==> src/design/sha256_block_compressor_assert.svh <==
// Assertion macros shared by the SHA-256 compressor modules.
`ifndef SHA256_BLOCK_COMPRESSOR_ASSERT_SVH
`define SHA256_BLOCK_COMPRESSOR_ASSERT_SVH

// Same-cycle implication, checked on every rising clock edge out of reset.
`define SHAC_ASSERT_NOW(lbl, ante, cons, msg) \
    lbl: assert property (@(posedge clk) disable iff (!rst_n) (ante) |-> (cons)) \
        else $error(msg);

// Next-cycle implication, checked on every rising clock edge out of reset.
`define SHAC_ASSERT_NEXT(lbl, ante, cons, msg) \
    lbl: assert property (@(posedge clk) disable iff (!rst_n) (ante) |=> (cons)) \
        else $error(msg);

`endif

==> src/design/shac_pkg.sv <==
// Types, constants and round functions shared by the SHA-256 compressor.
`timescale 1ns / 1ps

package shac_pkg;

    typedef logic [31:0] word_t;
    typedef logic [7:0][31:0] hash_t;

    // One message request: a big-endian word plus start and end marks.
    typedef struct packed {
        logic [31:0] message_word;
        logic        message_start;
        logic        message_end;
    } msg_t;

    // One digest request.
    typedef struct packed {
        logic [31:0] digest_word;
        logic        digest_last;
    } digest_t;

    // Commands from the block controller to the round engine.
    typedef struct packed {
        logic load;
        logic reload;
        logic begin_rounds;
    } shac_cmd_t;

    // Round engine status.
    typedef struct packed {
        logic idle;
    } shac_status_t;

    localparam int WORDS_PER_BLOCK = 16;
    localparam int HASH_WORDS      = 8;
    localparam int ROUNDS          = 64;

    localparam word_t INIT_HASH [HASH_WORDS] = '{
        32'h6a09e667, 32'hbb67ae85, 32'h3c6ef372, 32'ha54ff53a,
        32'h510e527f, 32'h9b05688c, 32'h1f83d9ab, 32'h5be0cd19
    };

    localparam word_t ROUND_K [ROUNDS] = '{
        32'h428a2f98, 32'h71374491, 32'hb5c0fbcf, 32'he9b5dba5,
        32'h3956c25b, 32'h59f111f1, 32'h923f82a4, 32'hab1c5ed5,
        32'hd807aa98, 32'h12835b01, 32'h243185be, 32'h550c7dc3,
        32'h72be5d74, 32'h80deb1fe, 32'h9bdc06a7, 32'hc19bf174,
        32'he49b69c1, 32'hefbe4786, 32'h0fc19dc6, 32'h240ca1cc,
        32'h2de92c6f, 32'h4a7484aa, 32'h5cb0a9dc, 32'h76f988da,
        32'h983e5152, 32'ha831c66d, 32'hb00327c8, 32'hbf597fc7,
        32'hc6e00bf3, 32'hd5a79147, 32'h06ca6351, 32'h14292967,
        32'h27b70a85, 32'h2e1b2138, 32'h4d2c6dfc, 32'h53380d13,
        32'h650a7354, 32'h766a0abb, 32'h81c2c92e, 32'h92722c85,
        32'ha2bfe8a1, 32'ha81a664b, 32'hc24b8b70, 32'hc76c51a3,
        32'hd192e819, 32'hd6990624, 32'hf40e3585, 32'h106aa070,
        32'h19a4c116, 32'h1e376c08, 32'h2748774c, 32'h34b0bcb5,
        32'h391c0cb3, 32'h4ed8aa4a, 32'h5b9cca4f, 32'h682e6ff3,
        32'h748f82ee, 32'h78a5636f, 32'h84c87814, 32'h8cc70208,
        32'h90befffa, 32'ha4506ceb, 32'hbef9a3f7, 32'hc67178f2
    };

    function automatic word_t rot_mix_a(input word_t x);
        rot_mix_a = {x[1:0], x[31:2]} ^ {x[12:0], x[31:13]} ^ {x[21:0], x[31:22]};
    endfunction

    function automatic word_t rot_mix_e(input word_t x);
        rot_mix_e = {x[5:0], x[31:6]} ^ {x[10:0], x[31:11]} ^ {x[24:0], x[31:25]};
    endfunction

    function automatic word_t sched_mix_far(input word_t x);
        sched_mix_far = {x[6:0], x[31:7]} ^ {x[17:0], x[31:18]} ^ {3'b000, x[31:3]};
    endfunction

    function automatic word_t sched_mix_near(input word_t x);
        sched_mix_near = {x[16:0], x[31:17]} ^ {x[18:0], x[31:19]} ^ {10'b0, x[31:10]};
    endfunction

    function automatic word_t choose(input word_t e, input word_t f, input word_t g);
        choose = (e & f) ^ (~e & g);
    endfunction

    function automatic word_t majority(input word_t a, input word_t b, input word_t c);
        majority = (a & b) ^ (a & c) ^ (b & c);
    endfunction

endpackage

==> src/design/shac_core.sv <==
// SHA-256 round engine: schedule window, working variables, chaining value.
`timescale 1ns / 1ps
`include "sha256_block_compressor_assert.svh"

module shac_core
    import shac_pkg::*;
(
    input  logic         clk,
    input  logic         rst_n,
    input  shac_cmd_t    cmd,
    input  word_t        word,
    output shac_status_t status,
    output hash_t        chain
);

    typedef enum logic [1:0] {
        C_IDLE,
        C_ROUND,
        C_ADD
    } core_state_t;

    core_state_t state_reg, state_next;
    logic [5:0]  round_reg, round_next;
    hash_t       wv_reg, wv_next;
    hash_t       cv_reg, cv_next;
    word_t       win_reg [WORDS_PER_BLOCK];

    word_t sched_new;
    word_t shift_in;
    logic  shift_en;
    word_t t1;
    word_t t2;

    // Extend the schedule by one word from the fixed window taps.
    assign sched_new = sched_mix_near(win_reg[14]) + win_reg[9]
                     + sched_mix_far(win_reg[1]) + win_reg[0];

    assign shift_en = cmd.load | (state_reg == C_ROUND);
    assign shift_in = cmd.load ? word : sched_new;

    // One compression round on the working variables.
    assign t1 = wv_reg[7] + rot_mix_e(wv_reg[4]) + choose(wv_reg[4], wv_reg[5], wv_reg[6])
              + ROUND_K[round_reg] + win_reg[0];
    assign t2 = rot_mix_a(wv_reg[0]) + majority(wv_reg[0], wv_reg[1], wv_reg[2]);

    // Sequence: reload initial hash on request, copy chain, run rounds, fold back into chain.
    always_comb
    begin
        state_next = state_reg;
        round_next = round_reg;
        wv_next    = wv_reg;
        cv_next    = cv_reg;
        case (state_reg)
            C_IDLE:
            begin
                if (cmd.reload)
                begin
                    for (int i = 0; i < HASH_WORDS; i++)
                    begin
                        cv_next[i] = INIT_HASH[i];
                    end
                end
                if (cmd.begin_rounds)
                begin
                    wv_next    = cv_reg;
                    round_next = '0;
                    state_next = C_ROUND;
                end
            end
            C_ROUND:
            begin
                wv_next[7] = wv_reg[6];
                wv_next[6] = wv_reg[5];
                wv_next[5] = wv_reg[4];
                wv_next[4] = wv_reg[3] + t1;
                wv_next[3] = wv_reg[2];
                wv_next[2] = wv_reg[1];
                wv_next[1] = wv_reg[0];
                wv_next[0] = t1 + t2;
                round_next = round_reg + 6'd1;
                if (round_reg == 6'(ROUNDS - 1))
                begin
                    state_next = C_ADD;
                end
            end
            C_ADD:
            begin
                for (int i = 0; i < HASH_WORDS; i++)
                begin
                    cv_next[i] = cv_reg[i] + wv_reg[i];
                end
                state_next = C_IDLE;
            end
            default:
            begin
                state_next = C_IDLE;
            end
        endcase
    end

    // Hold sequencer state, working variables and chaining value.
    always_ff @(posedge clk or negedge rst_n)
    begin
        if (!rst_n)
        begin
            state_reg <= C_IDLE;
            round_reg <= '0;
            wv_reg    <= '0;
            for (int i = 0; i < HASH_WORDS; i++)
            begin
                cv_reg[i] <= INIT_HASH[i];
            end
        end
        else
        begin
            state_reg <= state_next;
            round_reg <= round_next;
            wv_reg    <= wv_next;
            cv_reg    <= cv_next;
        end
    end

    // Advance the rolling schedule window; oldest word sits at the bottom.
    always_ff @(posedge clk)
    begin
        if (shift_en)
        begin
            for (int i = 0; i < WORDS_PER_BLOCK - 1; i++)
            begin
                win_reg[i] <= win_reg[i + 1];
            end
            win_reg[WORDS_PER_BLOCK - 1] <= shift_in;
        end
    end

    assign status.idle = (state_reg == C_IDLE);
    assign chain       = cv_reg;

    `SHAC_ASSERT_NOW(a_begin_when_idle, cmd.begin_rounds || cmd.load,
        state_reg == C_IDLE, "round engine commanded while busy")
    `SHAC_ASSERT_NEXT(a_last_round_adds,
        (state_reg == C_ROUND) && (round_reg == 6'(ROUNDS - 1)),
        state_reg == C_ADD, "last round not followed by chain add")
    `SHAC_ASSERT_NEXT(a_add_returns_idle, state_reg == C_ADD,
        (state_reg == C_IDLE) && $stable(round_reg), "chain add not followed by idle")

endmodule

==> src/design/sha256_block_compressor.sv <==
// SHA-256 block compressor top level: word intake, block sequencing, digest output.
// Feed a padded message as big-endian 32-bit words, sixteen per 512-bit block; mark
// the first word of a message with message_start and the words of its final block
// with message_end (only the sixteenth word's mark counts). After the sixteenth word
// the round engine runs the 64 rounds at one round per cycle and then adds into the
// chaining value, while msg_stall stays high. After a final block the eight digest
// words leave one per cycle while digest_stall is low, word 0 first, with digest_last
// on the eighth; intake resumes once the eighth is taken.
`timescale 1ns / 1ps
`include "sha256_block_compressor_assert.svh"

module sha256_block_compressor
    import shac_pkg::*;
(
    input  logic    clk,
    input  logic    rst_n,
    input  logic    msg_valid,
    output logic    msg_stall,
    input  msg_t    msg,
    output logic    digest_valid,
    input  logic    digest_stall,
    output digest_t digest
);

    typedef enum logic [1:0] {
        S_LOAD,
        S_WAIT,
        S_EMIT
    } top_state_t;

    top_state_t   state_reg, state_next;
    logic [3:0]   word_cnt_reg, word_cnt_next;
    logic         end_reg, end_next;
    logic         out_valid_reg, out_valid_next;
    digest_t      out_data_reg, out_data_next;
    logic [2:0]   idx_reg, idx_next;

    shac_cmd_t    cmd;
    shac_status_t core_status;
    hash_t        chain;
    logic         msg_take;
    logic         digest_take;
    logic [3:0]   word_pos;
    logic [2:0]   idx_inc;

    assign msg_stall   = (state_reg != S_LOAD);
    assign msg_take    = msg_valid & ~msg_stall;
    assign digest_take = out_valid_reg & ~digest_stall;

    // A start mark drops any partial block and restarts the count.
    assign word_pos = msg.message_start ? 4'd0 : word_cnt_reg;
    assign idx_inc  = idx_reg + 3'd1;

    assign cmd.load         = msg_take;
    assign cmd.reload       = msg_take & msg.message_start;
    assign cmd.begin_rounds = msg_take & (word_pos == 4'(WORDS_PER_BLOCK - 1));

    shac_core u_core (
        .clk    (clk),
        .rst_n  (rst_n),
        .cmd    (cmd),
        .word   (msg.message_word),
        .status (core_status),
        .chain  (chain)
    );

    // Sequence intake, compression wait and digest output.
    always_comb
    begin
        state_next     = state_reg;
        word_cnt_next  = word_cnt_reg;
        end_next       = end_reg;
        out_valid_next = out_valid_reg;
        out_data_next  = out_data_reg;
        idx_next       = idx_reg;
        case (state_reg)
            S_LOAD:
            begin
                if (msg_take)
                begin
                    word_cnt_next = word_pos + 4'd1;
                    if (cmd.begin_rounds)
                    begin
                        end_next   = msg.message_end;
                        state_next = S_WAIT;
                    end
                end
            end
            S_WAIT:
            begin
                if (core_status.idle)
                begin
                    if (end_reg)
                    begin
                        out_valid_next            = 1'b1;
                        out_data_next.digest_word = chain[0];
                        out_data_next.digest_last = 1'b0;
                        idx_next                  = '0;
                        state_next                = S_EMIT;
                    end
                    else
                    begin
                        state_next = S_LOAD;
                    end
                end
            end
            S_EMIT:
            begin
                if (digest_take)
                begin
                    if (idx_reg == 3'(HASH_WORDS - 1))
                    begin
                        out_valid_next = 1'b0;
                        state_next     = S_LOAD;
                    end
                    else
                    begin
                        idx_next                  = idx_inc;
                        out_data_next.digest_word = chain[idx_inc];
                        out_data_next.digest_last = (idx_inc == 3'(HASH_WORDS - 1));
                    end
                end
            end
            default:
            begin
                state_next = S_LOAD;
            end
        endcase
    end

    // Hold state and the output register.
    always_ff @(posedge clk or negedge rst_n)
    begin
        if (!rst_n)
        begin
            state_reg     <= S_LOAD;
            word_cnt_reg  <= '0;
            end_reg       <= 1'b0;
            out_valid_reg <= 1'b0;
            out_data_reg  <= '0;
            idx_reg       <= '0;
        end
        else
        begin
            state_reg     <= state_next;
            word_cnt_reg  <= word_cnt_next;
            end_reg       <= end_next;
            out_valid_reg <= out_valid_next;
            out_data_reg  <= out_data_next;
            idx_reg       <= idx_next;
        end
    end

    assign digest_valid = out_valid_reg;
    assign digest       = out_data_reg;

    `SHAC_ASSERT_NOW(a_take_only_when_core_idle, msg_take, core_status.idle, "word accepted while rounds run")
    `SHAC_ASSERT_NOW(a_last_flag_matches_index, out_valid_reg, out_data_reg.digest_last == (idx_reg == 3'(HASH_WORDS - 1)), "digest last flag out of step")
    `SHAC_ASSERT_NEXT(a_last_taken_ends_burst, digest_take && out_data_reg.digest_last, !out_valid_reg && (state_reg == S_LOAD), "digest burst did not end after last word")

endmodule

==> config.mk <==
export PLATFORM = sky130hd
export DESIGN_NAME = sha256_block_compressor
export DESIGN_NICKNAME = d
export VERILOG_FILES = /design/src/design/shac_pkg.sv /design/src/design/shac_core.sv /design/src/design/sha256_block_compressor.sv
export VERILOG_INCLUDE_DIRS = /design/src /design/src/design
export SDC_FILE = /design/constraint.sdc
export NUM_CORES = 2
export LEC_CHECK = 0
export ABC_CLOCK_PERIOD_IN_PS = 14200
export BUFFER_PORTS_ARGS = -buffer_cell sky130_fd_sc_hd__buf_2
export CAP_MARGIN = 20
export CORE_UTILIZATION = 30
export DETAILED_ROUTE_END_ITERATION = 10
export PLACE_DENSITY = 0.48
export SLEW_MARGIN = 20
export SYNTH_ARGS = -nofsm -noshare
export SYNTH_HDL_FRONTEND = slang
export SYNTH_SLANG_ARGS = --single-unit
==> constraint.sdc <==
create_clock -name clk -period 14.2 [get_ports clk]
set_clock_uncertainty 0.15 [all_clocks]
set_input_delay 1.42 -clock clk [delete_from_list [all_inputs] [get_ports clk]]
set_output_delay 1.42 -clock clk [all_outputs]
set_load 0.05 [all_outputs]
==> flow_summary.toml <==
[sta]
rsz0062_at_grt = "no"
fmaxAchievable_mhz = 94.42
max-slew-margin-rel_pct = 24.10
worst_pin_slew_ns = 1.128
fin_tns_setup_ns = 0
finalSetupViolations = 0
period_minus_slack_ns = 10.59
fin_crit_sh_pct = 74.59
final_max_slew_viol_count = 0
final-hold-violation-count = 0

[routing]
drt_iter0_drc = 4440
drt_wl_total_um = 244100
top_layer = "met4"
post-route-drc-count = 0
vias_per_cell = 5.478
wl_met2_um = 114500
dr_wl_met3_um = 11220
firstDrtPassIters = 6
ant_nets = 0
routedWlPerCell_um = 25.40
vias = 52660
wl_met1_um = 110900

[cells_and_area]
fin_nets = 7141
instances_no_fill = 9613
fillCellCount = 22710
multiInputGateArea_um2 = 36120
drive_gt1_share_pct = 10.03
largest_reg_flops = 512
area_growth_pct = 11.80
seq_area_um2 = 29670

[logic_synthesis]
synth_edf_count = 512
post_synth_num_cell_types = 110
synth_warnings = 0
netlist_instances = 6576
ys.flop_type = "edfxtp_1"
yosysSeqAreaShare_pct = 43.53
async_flop_share_pct = 52.42
syn_area_per_cell_um2 = 10.36
synth_nets = 7204
ys_seq_elements = 1076
syn-cell-area_um2 = 68130

[critical_path]
crit_type = "reg2reg"
critPathLaunch = "u_core.round_reg[0]"
cp_top_family = "compound AO/OA/AOI/OAI gates"
worstPathArrival_ns = 11.11
critPathRequiredTime_ns = 14.72
crit_buf_inv = 4
slowest_delay_ns = 0.57
rrSetupSlack_ns = 3.61
end_kind = "flop"
slowest_stage = "o21ai_0"
r2r-end = "u_core.wv_reg[28]"
critPathMaxFanout = 34
r2r_cells = 36
startpoint_type = "flop"
rr_startpoint = "u_core.round_reg[0]"

[clock_tree]
htree_levels = 4
clk_latency_ns = 0.82
clkTransAtPathRegs_ns = 0.07
cts_root_buf = "clkbuf_16"
cts.sinks = 1076
ctsLongestPathBuffers = 3
cts_tree = "yes"
postCtsSetupBuffers = 0
cts_resized = 0
cts_hold_buf = 0
cts_buffers = 133

[min_path]
min_path_type = "reg2reg"
min-delay-start = "u_core.win_reg[1][14]"
holdPathEnd = "u_core.win_reg[0][46]"
min_path_cells = 0

[global_route]
grt_antenna_before_repair = 6
grt_first_pass_wirelength_um = 358600
gr-usage-all-layers_pct = 21.02
grt_max_degree = 177
grt_pass1_vias = 51610
grt-ovfl-total = 0

[power]
power_density_nw_per_um2 = 131.8
peakVddDrop_v = 0.0001818
seq_power_share_pct = 36.5
swShare_pct = 33.30
p_switching_mw = 3.342
p_clk_share_pct = 34.8
pwr-share-comb_pct = 28.7
p_leak_nw = 28.96
p_int_mw = 6.694

[floorplanning]
io_pins = 73
coreArea_um2 = 225300
die_h_um = 478.6
die_area_um2 = 229000
rows = 174
initial_core_util_pct = 30.24
die_w_um = 478.6

[placement]
io_buffers = 72
post-place-cells = 9370
post-dp-hpwl_um = 179300
place_congestion = 0.9175

[run]
cap_violations = 0

[run_status]
status = "completed"
[final cells by class]
type,instances,area share [%]
clock buffers,183,4.854
well taps,2992,4.915
diodes,1,0.003285
repair buffers,170,1.506
flip-flops and latches,1076,38.95
multi-input cells,4857,47.42
clock inverters,59,0.9823
inverters,275,1.368
[logic make-up after synthesis]
family	share of synthesized area, %
AOI/OAI and AO/OA	20.17
adders and majority gates	13.35
and+or+nand+nor	8.573
DFF	43.53
xor gates and xnor gates	7.274
buffers and inverters	3.583
muxes	3.515
[cell usage in the layout (no fill, tap or decap), types with 85 or more instances in the layout]
cell type | Yosys | layout
buf_4 | 1 | 94
inv_1 | 272 | 272
nor2_1 | 388 | 385
edfxtp_1 | 512 | 512
o22ai_1 | 398 | 398
a21oi_1 | 700 | 700
a21o_1 | 162 | 162
ha_1 | 395 | 393
a31oi_1 | 85 | 85
fa_1 | 195 | 195
clkbuf_16 | 0 | 134
nand2_1 | 494 | 490
dfstp_2 | 136 | 136
o21ai_0 | 403 | 402
xor2_1 | 189 | 189
xnor2_1 | 375 | 375
dfrtp_1 | 428 | 423
[worst max-delay path by stage]
stage	to	slack (ns)	cells after the start
floorplan	u_core.win_reg[0][0]	0.30	3
global placement	u_core.wv_reg[28]	3.71	36
detailed placement	u_core.wv_reg[28]	3.70	36
CTS	u_core.wv_reg[28]	3.68	36
global route	u_core.wv_reg[29]	3.03	38
finish	u_core.wv_reg[28]	3.61	36
[per-stage QoR]
stage	worst slack, ns	area (um2)	util (%)	power [mW]	hold WS (ns)
after floorplan	0.3031	68130	-	5.699	0.2503
after global placement	3.713	71720	31.83	6.531	0.2502
after detailed placement	3.696	71720	31.83	6.542	0.2545
after CTS	3.679	76170	33.80	10.10	0.2473
after global routing	3.027	76170	33.81	10.55	0.2643
final	3.609	76170	33.81	10.04	0.2475
[per-layer routing]
metal / up-vias / global-route usage, %
met3: 296 / 2.589
met2: 1525 / 34.35
met5: - / 0
met1: 26720 / 28.89
li1: 24120 / -
met4: 0 / 6.570
[power groups by stage]
stage	Sequential [mW]	Clock [mW]	Combinational [mW]
3_3_place_gp	3.72	0	2.81
3_5_place_dp	3.73	0	2.82
2_1_floorplan	3.69	0	2.01
6_report	3.66	3.49	2.88
5_1_grt	3.68	3.70	3.17
4_1_cts	3.67	3.59	2.85
[cells in the mapped netlist, types with 36 or more instances]
| cell type | count | share of area, % |
|---|---|---|
| nor3_1 | 74 | 0.54 |
| a31oi_1 | 85 | 0.78 |
| ha_1 | 395 | 7.3 |
| nand3_1 | 81 | 0.60 |
| dfstp_2 | 136 | 5.2 |
| inv_1 | 272 | 1.5 |
| a21o_1 | 162 | 1.8 |
| o21a_1 | 61 | 0.67 |
| xor2_1 | 189 | 2.4 |
| xnor2_1 | 375 | 4.8 |
| dfrtp_1 | 428 | 16 |
| mux2i_1 | 75 | 1.1 |
| nand2b_1 | 58 | 0.53 |
| fa_1 | 195 | 5.7 |
| nand2_1 | 494 | 2.7 |
| a211oi_1 | 49 | 0.54 |
| o21ai_0 | 403 | 3.0 |
| nor2b_1 | 40 | 0.37 |
| mux4_2 | 69 | 2.3 |
| buf_1 | 36 | 0.20 |
| nor2_1 | 388 | 2.1 |
| o22ai_1 | 398 | 3.7 |
| o21bai_1 | 39 | 0.43 |
| a21oi_1 | 700 | 5.1 |
| edfxtp_1 | 512 | 23 |
| clkbuf_1 | 324 | 1.8 |
Power figures use the tool's default switching activity.
